[config.mk]
export PLATFORM = sky130hd
export DESIGN_NAME = telemetry_frame_parser_crc8_core
export DESIGN_NICKNAME = d
export VERILOG_FILES = /design/src/tfp_pkg.sv /design/src/tfp_parser.sv /design/src/telemetry_frame_parser_crc8_core.sv
export VERILOG_INCLUDE_DIRS = /design/src /design/src/src
export SDC_FILE = /design/constraint.sdc
export NUM_CORES = 1
export LEC_CHECK = 0
export BUFFER_PORTS_ARGS = -buffer_cell sky130_fd_sc_hd__buf_2
export CAP_MARGIN = 0
export CORE_MARGIN = 5
export CORE_UTILIZATION = 45
export DETAILED_ROUTE_END_ITERATION = 10
export GPL_TIMING_DRIVEN = 1
export SLEW_MARGIN = 20
export SYNTH_ARGS = -nofsm -noshare
export SYNTH_HDL_FRONTEND = slang
export SYNTH_SLANG_ARGS = --single-unit
export TNS_END_PERCENT = 10
[constraint.sdc]
create_clock -name clk -period 10.7 [get_ports clk]
set_input_delay 0 -clock clk [delete_from_list [all_inputs] [get_ports clk]]
set_output_delay 0 -clock clk [all_outputs]
set_load 0.005 [all_outputs]
[src/telemetry_frame_parser_crc8_core_defines.svh]
// Assertion macros shared by the telemetry frame parser RTL.
// Needs clk and arst_n in the scope where a macro is used.
`ifndef TELEMETRY_FRAME_PARSER_CRC8_CORE_DEFINES_SVH
`define TELEMETRY_FRAME_PARSER_CRC8_CORE_DEFINES_SVH

`ifndef ASSERT_OFF

// Check a property on every clock edge outside reset.
`define TFP_ASSERT(label, prop, msg) \
	label: assert property (@(posedge clk) disable iff (!arst_n) (prop)) \
	else $error(msg);

// Check that the consequent holds in the cycle after the antecedent.
`define TFP_ASSERT_NEXT(label, ante, cons, msg) \
	label: assert property (@(posedge clk) disable iff (!arst_n) (ante) |=> (cons)) \
	else $error(msg);

`else

`define TFP_ASSERT(label, prop, msg)
`define TFP_ASSERT_NEXT(label, ante, cons, msg)

`endif

`endif

[src/tfp_pkg.sv]
// Shared types and the CRC-8 step for the telemetry frame parser.
// No dependencies.
package tfp_pkg;

	localparam logic [7:0] CRC_POLY    = 8'h07;
	localparam int unsigned MAX_PAYLOAD = 255;

	typedef struct packed {
		logic [7:0] sync_value;
		logic [7:0] type_mask;
		logic [7:0] type_version;
		logic [5:0] hdr_bytes;
	} cfg_t;

	typedef struct packed {
		logic        payload_valid;
		logic [7:0]  payload_byte;
		logic [7:0]  payload_index;
		logic        frame_done;
		logic        frame_good;
		logic [8:0]  frame_length;
		logic [7:0]  message_type;
		logic [31:0] object_id;
		logic [15:0] instance_id;
	} result_t;

	function automatic logic [7:0] crc8_step(input logic [7:0] crc, input logic [7:0] b);
		logic [7:0] x;
		x = crc ^ b;
		for (int i = 0; i < 8; i++) begin
			if (x[7]) begin
				x = {x[6:0], 1'b0} ^ CRC_POLY;
			end else begin
				x = {x[6:0], 1'b0};
			end
		end
		return x;
	endfunction

endpackage

[src/tfp_parser.sv]
// Frame parse state machine: sync hunt, header fields, payload and CRC check.
// Depends on tfp_pkg for cfg_t, result_t and crc8_step.
module tfp_parser
	import tfp_pkg::*;
(
	input  logic       clk,
	input  logic       arst_n,
	input  logic       step,
	input  logic [7:0] rx_byte,
	input  cfg_t       cfg,
	output result_t    res
);

	typedef enum logic [2:0] {
		PH_WAIT = 3'd0,
		PH_SYNC = 3'd1,
		PH_LEN  = 3'd2,
		PH_OBJ  = 3'd3,
		PH_INST = 3'd4,
		PH_DATA = 3'd5,
		PH_CRC  = 3'd6
	} phase_t;

	phase_t      phase_q, phase_d;
	logic [7:0]  crc_q, crc_d;
	logic [7:0]  cnt_q, cnt_d;
	logic [15:0] length_q, length_d;
	logic [7:0]  type_q, type_d;
	logic [31:0] object_q, object_d;
	logic [15:0] instance_q, instance_d;

	logic [7:0]         crc_upd;
	logic signed [17:0] need;
	logic [8:0]         next_cnt;
	logic [15:0]        len_full;
	logic               len_bad;
	logic               data_end;

	assign crc_upd  = crc8_step(crc_q, rx_byte);
	assign need     = signed'({2'b00, length_q}) - signed'({12'd0, cfg.hdr_bytes});
	assign next_cnt = {1'b0, cnt_q} + 9'd1;
	assign len_full = length_q | {rx_byte, 8'h00};
	assign len_bad  = (len_full < {10'd0, cfg.hdr_bytes}) ||
		({1'b0, len_full} > (17'd255 + {11'd0, cfg.hdr_bytes}));
	assign data_end = (signed'({9'd0, next_cnt}) >= need) ||
		(next_cnt >= 9'(MAX_PAYLOAD));

	always_comb begin
		phase_d    = phase_q;
		crc_d      = crc_q;
		cnt_d      = cnt_q;
		length_d   = length_q;
		type_d     = type_q;
		object_d   = object_q;
		instance_d = instance_q;
		res        = '0;
		unique case (phase_q)
			PH_SYNC: begin
				crc_d = crc_upd;
				if ((rx_byte & cfg.type_mask) == cfg.type_version) begin
					type_d  = rx_byte;
					phase_d = PH_LEN;
					cnt_d   = '0;
				end else begin
					phase_d = PH_WAIT;
				end
			end
			PH_LEN: begin
				crc_d = crc_upd;
				if (cnt_q == 8'd0) begin
					length_d = {8'h00, rx_byte};
					cnt_d    = 8'd1;
				end else begin
					length_d = len_full;
					if (len_bad) begin
						phase_d = PH_WAIT;
					end else begin
						phase_d = PH_OBJ;
						cnt_d   = '0;
					end
				end
			end
			PH_OBJ: begin
				crc_d = crc_upd;
				if (cnt_q == 8'd0) begin
					object_d = {24'd0, rx_byte};
					cnt_d    = 8'd1;
				end else begin
					object_d = object_q | ({24'd0, rx_byte} << {cnt_q[1:0], 3'b000});
					if (cnt_q >= 8'd3) begin
						phase_d = PH_INST;
						cnt_d   = '0;
					end else begin
						cnt_d = next_cnt[7:0];
					end
				end
			end
			PH_INST: begin
				crc_d = crc_upd;
				if (cnt_q == 8'd0) begin
					instance_d = {8'h00, rx_byte};
					cnt_d      = 8'd1;
				end else begin
					instance_d = instance_q | {rx_byte, 8'h00};
					cnt_d      = '0;
					phase_d    = (need <= 18'sd0) ? PH_CRC : PH_DATA;
				end
			end
			PH_DATA: begin
				crc_d             = crc_upd;
				res.payload_valid = 1'b1;
				res.payload_byte  = rx_byte;
				res.payload_index = cnt_q;
				if (data_end) begin
					phase_d = PH_CRC;
					cnt_d   = '0;
				end else begin
					cnt_d = next_cnt[7:0];
				end
			end
			PH_CRC: begin
				res.frame_done = 1'b1;
				res.frame_good = (crc_q == rx_byte);
				phase_d        = PH_WAIT;
			end
			default: begin
				phase_d = PH_WAIT;
				if (rx_byte == cfg.sync_value) begin
					phase_d = PH_SYNC;
					crc_d   = crc8_step(8'h00, rx_byte);
				end
			end
		endcase
		res.frame_length = length_d[8:0];
		res.message_type = type_d;
		res.object_id    = object_d;
		res.instance_id  = instance_d;
	end

	always_ff @(posedge clk or negedge arst_n) begin
		if (!arst_n) begin
			phase_q    <= PH_WAIT;
			crc_q      <= '0;
			cnt_q      <= '0;
			length_q   <= '0;
			type_q     <= '0;
			object_q   <= '0;
			instance_q <= '0;
		end else if (step) begin
			phase_q    <= phase_d;
			crc_q      <= crc_d;
			cnt_q      <= cnt_d;
			length_q   <= length_d;
			type_q     <= type_d;
			object_q   <= object_d;
			instance_q <= instance_d;
		end
	end

endmodule

[src/telemetry_frame_parser_crc8_core.sv]
// Top level of the telemetry frame parser: handshake, configuration, result register.
// Depends on tfp_pkg, tfp_parser and telemetry_frame_parser_crc8_core_defines.svh.
//
// Usage:
//   Byte channel: rx_byte with byte_valid / byte_stall; a transaction completes
//   on a clock edge with byte_valid high and byte_stall low.
//   Result channel: one result transaction per byte, with result_valid /
//   result_stall. Payload bytes come out with their index; the CRC byte gives
//   frame_done and frame_good. Header fields always show the current values.
//   Configuration: cfg_we, cfg_index, cfg_data; write only while idle.
//   Path: the byte transaction lands in the input register; parse logic then
//   loads the result register and raises result_valid.
//   Throughput: one byte per cycle while result_stall does not hold a result;
//   each byte needs one bitwise CRC-8 step and one parse state update.
//   Reset: arst_n clears the parse state, loads the default configuration and
//   empties both registers; no clearing pass.
//   Stall: while result_stall holds a result, one more byte is held in the
//   input register, then byte_stall rises until the result is taken.
`include "telemetry_frame_parser_crc8_core_defines.svh"

module telemetry_frame_parser_crc8_core
	import tfp_pkg::*;
(
	input  logic        clk,
	input  logic        arst_n,
	input  logic        byte_valid,
	output logic        byte_stall,
	input  logic [7:0]  rx_byte,
	input  logic        cfg_we,
	input  logic [1:0]  cfg_index,
	input  logic [7:0]  cfg_data,
	output logic        result_valid,
	input  logic        result_stall,
	output logic        payload_valid,
	output logic [7:0]  payload_byte,
	output logic [7:0]  payload_index,
	output logic        frame_done,
	output logic        frame_good,
	output logic [8:0]  frame_length,
	output logic [7:0]  message_type,
	output logic [31:0] object_id,
	output logic [15:0] instance_id
);

	localparam logic [1:0] CFG_SYNC    = 2'd0;
	localparam logic [1:0] CFG_MASK    = 2'd1;
	localparam logic [1:0] CFG_VERSION = 2'd2;
	localparam logic [1:0] CFG_HDRLEN  = 2'd3;

	cfg_t       cfg_q;
	logic       valid_s1;
	logic [7:0] byte_s1;
	result_t    res;
	result_t    res_q;
	logic       out_free;
	logic       adv;
	logic       load_s1;

	assign out_free   = !result_valid || !result_stall;
	assign adv        = valid_s1 && out_free;
	assign load_s1    = !valid_s1 || adv;
	assign byte_stall = !load_s1;

	always_ff @(posedge clk or negedge arst_n) begin
		if (!arst_n) begin
			cfg_q.sync_value   <= 8'd60;
			cfg_q.type_mask    <= 8'd248;
			cfg_q.type_version <= 8'd32;
			cfg_q.hdr_bytes    <= 6'd10;
		end else if (cfg_we) begin
			unique case (cfg_index)
				CFG_SYNC:    cfg_q.sync_value   <= cfg_data;
				CFG_MASK:    cfg_q.type_mask    <= cfg_data;
				CFG_VERSION: cfg_q.type_version <= cfg_data;
				CFG_HDRLEN:  cfg_q.hdr_bytes    <= cfg_data[5:0];
				default:     cfg_q              <= cfg_q;
			endcase
		end
	end

	// Input register: advance into parse when the result register is free.
	always_ff @(posedge clk or negedge arst_n) begin
		if (!arst_n) begin
			valid_s1 <= 1'b0;
		end else if (load_s1) begin
			valid_s1 <= byte_valid;
		end
	end

	always_ff @(posedge clk) begin
		if (load_s1 && byte_valid) begin
			byte_s1 <= rx_byte;
		end
	end

	tfp_parser u_parser (
		.clk     (clk),
		.arst_n  (arst_n),
		.step    (adv),
		.rx_byte (byte_s1),
		.cfg     (cfg_q),
		.res     (res)
	);

	always_ff @(posedge clk or negedge arst_n) begin
		if (!arst_n) begin
			result_valid <= 1'b0;
		end else if (out_free) begin
			result_valid <= adv;
		end
	end

	always_ff @(posedge clk) begin
		if (adv) begin
			res_q <= res;
		end
	end

	assign payload_valid = res_q.payload_valid;
	assign payload_byte  = res_q.payload_byte;
	assign payload_index = res_q.payload_index;
	assign frame_done    = res_q.frame_done;
	assign frame_good    = res_q.frame_good;
	assign frame_length  = res_q.frame_length;
	assign message_type  = res_q.message_type;
	assign object_id     = res_q.object_id;
	assign instance_id   = res_q.instance_id;

	`TFP_ASSERT(a_stall_needs_s1, byte_stall |-> valid_s1, "byte stall without a held byte")
	`TFP_ASSERT_NEXT(a_adv_gives_result, adv, result_valid, "advanced byte gave no result")
	`TFP_ASSERT(a_done_not_payload, (result_valid && frame_done) |-> !payload_valid, "done on payload")
	`TFP_ASSERT(a_good_needs_done, (result_valid && frame_good) |-> frame_done, "good without done")

endmodule

### Word level (Yosys, flattened, before mapping)

Cells that the tools add are included.

* $add $sub $neg: 3
* order comparisons: 6
* equality and inequality tests: 19
* shift operators: 1
* muxes and demuxes: 60
* bitwise gates (word level): 22
* reductions and logical operators: 24

Operators with widths (count)
* $mux 8: 23
* $mux 32: 2
* $mux 3: 21
* $mux 16: 3
* $not 3->3: 16
* $pmux 8 s5: 1
* $or 16x16->16: 2
* $or 32x32->32: 1
* $shl 8x5->32: 1
* $eq 8x8->1: 3
* $ge 10x18->1: 1
* $le 18x1->1 const B: 1
* $pmux 3 s6: 1
* $gt 16x17->1: 1
* $mux 17: 1
* $sub 16x6->17: 1
* $lt 16x6->1: 1
* $pmux 8 s2: 1
* $reduce_and 2->1: 5
* $add 8x1->9 const B: 1
* $add 8x6->9 const A: 1
* $eq 3x3->1 const B: 3
* $ge 9x8->1 const B: 1
* $mux 9: 1
* 25 further kinds: 42

* register bits after elaboration: 215
* bits of input ports: 23
* output and inout bits: 86
* logic and storage cells: 159

### Depth between registers and ports, before layout

* depth in word-level cells: 32
* depth in mapped cells: 17
* gate-level depth less buffers: 16

### Cells and area by module

A second synthesis with hierarchy kept.

* cell total of the unflattened synthesis: 908
* area, all modules: 10677.7 um2

By module, submodules not included
* tfp_parser: times used 1, cells each 744, area an instance 6678.9 um2, seq. area each 2277.2 um2
* telemetry_frame_parser_crc8_core: times used 1, cells each 164, area an instance 3998.8 um2, seq. area each 3578.4 um2

### Worst setup path after synthesis

Ideal clock, no wire load.

* path kind: reg-to-reg
* from: register result_valid
* to: register res_q (netlist bit frame_done), enable pin
* library setup time: 0.481 ns
* data arrival time: 3.197 ns
* required time: 10.219 ns
* setup slack: 7.022 ns
* stages on the path, launching flop included: 5
* buffers on the path: 1
* period minus slack after synthesis: 3.678 ns
* path through: dfrtp_1 > nand2_1 > nand2_1 > clkinv_1 > clkbuf_1

* word-level cells in the longest chain between the ends: 3

Ends and longest elaborated chain
* from (decl): RTL line telemetry_frame_parser_crc8_core.sv:32 `output logic result_valid,`
* from (signal assigned): RTL line telemetry_frame_parser_crc8_core.sv:109 `result_valid <= adv;`
* $logic_not 1->1: RTL line telemetry_frame_parser_crc8_core.sv:59 `assign out_free = !result_valid || !result_stall;`
* $logic_or 1x1->1: RTL line telemetry_frame_parser_crc8_core.sv:59
* $logic_and 1x1->1: RTL line telemetry_frame_parser_crc8_core.sv:60 `assign adv = valid_s1 && out_free;`
* net adv: RTL line telemetry_frame_parser_crc8_core.sv:56 `logic adv;`
* to (signal assigned): RTL line telemetry_frame_parser_crc8_core.sv:115 `res_q <= res;`
* to (decl): RTL line telemetry_frame_parser_crc8_core.sv:54 `result_t res_q;`

The timed path passes the listed nets, and every way through them passes these cells.
A chain may end at the register's enable or synchronous reset.

==> results.txt <==
----------------------------------------------------
[Status]
  Result of the run ... completed

[Global routing]
  Global router's overall resource usage ... 0.1883
  Met3 demand-to-capacity share in global routing ... 0.02582
  Global-route wire length before repair ... 40.06 mm
  Vias in the first global route ... 7335
  Layer carrying the most global-route usage ... met2
  Initial antenna violation count ... 0
  Met1 Usage GRT ... 0.2776
  Residual overflow from global routing ... 0
  Maximum number of pins on one net before global-route repair ... 76
  Global-route track usage on met2 ... 0.2986

[Pwr]
  IR drop worst, VDD ... 0.0001322 V
  P_leak ... 5.609 nW
  Power density over the cells ... 177.8 mW/mm2

[STA]
  Min cycle time layout ... 3590 ps
  Number of slew-limit violations in the final report ... 0
  Summed negative setup slack over all endpoints ... 0 ps
  Final hold vios ... 0
  Unrepaired setup endpoints after global routing ... false
  Hold WS ... 45.78 ps
  Period utilisation layout ... 0.3355
  Setup violators final ... 0
  Max-slew headroom at the worst pin ... 0.3442
  Clk_skew ... 11.93 ps
  Transition time at the pin with the least slew margin ... 983.7 ps
  Peak clock frequency supported by timing ... 278.5 MHz

[Detailed routing]
  Violation count after the first detailed-route iteration ... 498
  Router iterations before antenna repair ... 5
  Vias/cell ... 5.235
  Via count ... 7528
  Total routed wirelength ... 24.87 mm
  Number of routed nets with antenna violations ... 0
  Average routed wire per standard cell ... 17.29 um
  Final routed DRC violation total ... 0

[Logic synthesis]
  Synthesized net count ... 1045
  Post-synthesis instance area ... 0.01045 mm2
  Most repeated cell in the gate-level netlist after synthesis ... sky130_fd_sc_hd__nand2_1
  Dominant cells by area after synthesis ... sky130_fd_sc_hd__dfrtp_1, sky130_fd_sc_hd__edfxtp_1, sky130_fd_sc_hd__nand2_1, sky130_fd_sc_hd__mux2_2, sky130_fd_sc_hd__xnor2_1
  Fraction of post-synthesis cell area in the top cell type by area ... 0.2658
  Post-synthesis cell type count ... 60
  Number of instances in the synthesized netlist ... 989
  Library cell occupying the most area in the post-synthesis netlist ... sky130_fd_sc_hd__dfrtp_1
  List of most frequent post-synthesis cells ... sky130_fd_sc_hd__nand2_1, sky130_fd_sc_hd__dfrtp_1, sky130_fd_sc_hd__edfxtp_1
  Number of enable-type register cells in the synthesized netlist ... 92
  Average instance area after synthesis ... 10.57 um2
  Share of flip-flops with an asynchronous set or reset after synthesis ... 0.5721
  Main synth FF type ... sky130_fd_sc_hd__dfrtp_1
  Synthesis warning total ... 0
  Sequential fraction of the synthesis area ... 0.5603
  Synthesis-stage register bit count ... 215

[Die]
  IO Count ... 109
  Die ar. ... 0.02637 mm2
  Placeable Area ... 0.02278 mm2
  Die span in y ... 162.4 um
  Cell Rows ... 55
  Die span in x ... 162.4 um
  Initial Util ... 0.4588

[Placement]
  GP Congestion ... 0.8448
  Number of cells after detailed placement ... 1373
  Detailed-placement wirelength estimate ... 16.08 mm
  Input/output buffers ... 108

[Clock network]
  Clk Latency, worst-skew pair ... 520 ps
  Post-cts repair resize count ... 0
  Number of sinks driven by the clock tree ... 215
  Clock-pin slew reported for the worst setup and hold paths after clock tree synthesis ... 60 ps
  Maximum level of the CTS H-tree ... 1
  Number of buffers added by the clock tree synthesis step ... 24
  CTS Root Cell ... sky130_fd_sc_hd__clkbuf_16
  Max Root-Sink Buffers ... 3
  Clock tree from TritonCTS ... done

[Critical path]
  Data required time at the worst endpoint ... 10960 ps
  Register-to-register setup slack ... 7110 ps
  Slowest stage cell on the critical path ... sky130_fd_sc_hd__edfxtp_1
  Crit-path leading delay family ... simple AND/OR/NAND/NOR gates
  Buf+Inv Stages, Crit Path ... 0
  Slowest cell delay on critical path ... 990 ps
  Worst path depth ... 6
  Beginning of the critical path ... byte_s1[2]$_DFFE_PP_
  Type of destination of the critical path ... flop
  Depth of the worst register-to-register path ... 6
  Largest driver fanout on the critical path ... 17
  Crit path kind ... flop to flop
  Startpoint types ... flop
  Arrival @ worst endpoint ... 3850 ps
  Reg-to-Reg Start ... byte_s1[2]$_DFFE_PP_
  Cell-by-cell listing of the critical path ... nand2_1 -> xnor2_1 -> nor4_1 -> nand3_1 -> nor2_1 -> mux2_2

[Finish]
  Fill cell total of the finished layout ... 1992
  Non-filler instance count after layout ... 1438
  Share of cells above drive strength 1 ... 0.2116
  Relative area change from synthesis to final layout ... 18.20%
  Register cell area after layout ... 0.005856 mm2
  Antenna diode count ... 0
  Utilization after layout ... 0.5423
  Multi-input logic area ... 0.004304 mm2
  Net total in the final layout ... 1163

[Run]
  Max Cap Viol ... 0

[Worst hold path]
  Worst min-delay path class ... input pin to asynchronous set/reset pin

----------------------------------------------------
[path summary, 6_finish.rpt]
kind	to
worst max-delay path	message_type[0]$_DFFE_PP_
worst min-delay path	u_parser.object_q[4]$_DFFE_PN0P_
worst max register to register	message_type[0]$_DFFE_PP_
worst min register to register	u_parser.type_q[7]$_DFFE_PN0P_
max in group asynchronous	cfg_q[25]$_DFFE_PN1P_
min in group clk	cfg_q[4]$_DFFE_PN0P_
[power breakdown]
part | switching (W) | internal (W)
Sequential | 0.0000603 | 0.000932
Combinational | 0.000191 | 0.000161
Clock | 0.000331 | 0.000521
[layout make-up]
cell class,count,area share
Sequential cell,215,0.4741
Multi-Input combinational cell,697,0.3485
Timing Repair Buffer,145,0.07212
Clock buffer,34,0.05581
Tap cell,313,0.03171
Clock inverter,10,0.01033
Inverter,24,0.007496
[sequential cells by signal, indices dropped and copies added (netlist names), 9 cells and up]
register             cells
object_id               32
instance_id             16
u_parser.length_q       16
u_parser.instance_q     16
frame_length             9
u_parser.object_q       32
cfg_q                   30
[logic make-up (layout without fill, tap and decap cells)]
kind of cell / count (synthesis) / after routing / share of synthesized area
buf+inv: 77 / 213 / 0.02862
fa+ha+maj: 33 / 33 / 0.04023
flops: 215 / 215 / 0.5603
compound gates: 153 / 153 / 0.09088
xor+xnor: 64 / 64 / 0.05364
simple gates: 394 / 394 / 0.1693
mux: 53 / 53 / 0.05699
[placed cells by master, fill, tap and decap left out, types with 16 or more instances in the layout]
cell / synthesis / routed
sky130_fd_sc_hd__o21ai_0: 25 / 25
sky130_fd_sc_hd__dlygate4sd3_1: 0 / 20
sky130_fd_sc_hd__dfrtp_1: 111 / 111
sky130_fd_sc_hd__edfxtp_1: 92 / 92
sky130_fd_sc_hd__nor2_1: 69 / 69
sky130_fd_sc_hd__buf_2: 2 / 107
sky130_fd_sc_hd__mux2_2: 52 / 52
sky130_fd_sc_hd__xor2_1: 16 / 16
sky130_fd_sc_hd__ha_1: 32 / 32
sky130_fd_sc_hd__clkbuf_16: 0 / 25
sky130_fd_sc_hd__a21oi_1: 62 / 62
sky130_fd_sc_hd__nand2_1: 216 / 215
sky130_fd_sc_hd__buf_4: 0 / 16
sky130_fd_sc_hd__xnor2_1: 48 / 48
sky130_fd_sc_hd__nand3_1: 16 / 16
sky130_fd_sc_hd__inv_1: 23 / 23
[per-stage QoR]
step	worst slack, ps	cell area, um2	power, W
2_1_floorplan	7022	10450	0.001253
3_3_place_gp	7025	11290	0.001347
3_5_place_dp	7041	11310	0.001353
4_1_cts	7031	12330	0.002215
5_1_grt	6866	12350	0.002298
6_report	7110	12350	0.002196
[metal layers]
layer	routed length, um	vias up
met1	11970	3640
li1	-	3683
met3	1078	32
met4	440	0
met2	11380	173
met5	0	-
[timing repair]
item,in CTS,in global routing
endpoints found under the hold margin,88,0
setup buffers,0,0
hold buffers,20,0
[worst register-to-register path: stages (launching register included)]
cell and delay [ps]:
sky130_fd_sc_hd__edfxtp_1 990, sky130_fd_sc_hd__nand2_1 160, sky130_fd_sc_hd__xnor2_1 180, sky130_fd_sc_hd__nor4_1 620, sky130_fd_sc_hd__nand3_1 220, sky130_fd_sc_hd__nor2_1 720, sky130_fd_sc_hd__mux2_2 440
(Power assumes the default switching activity.)
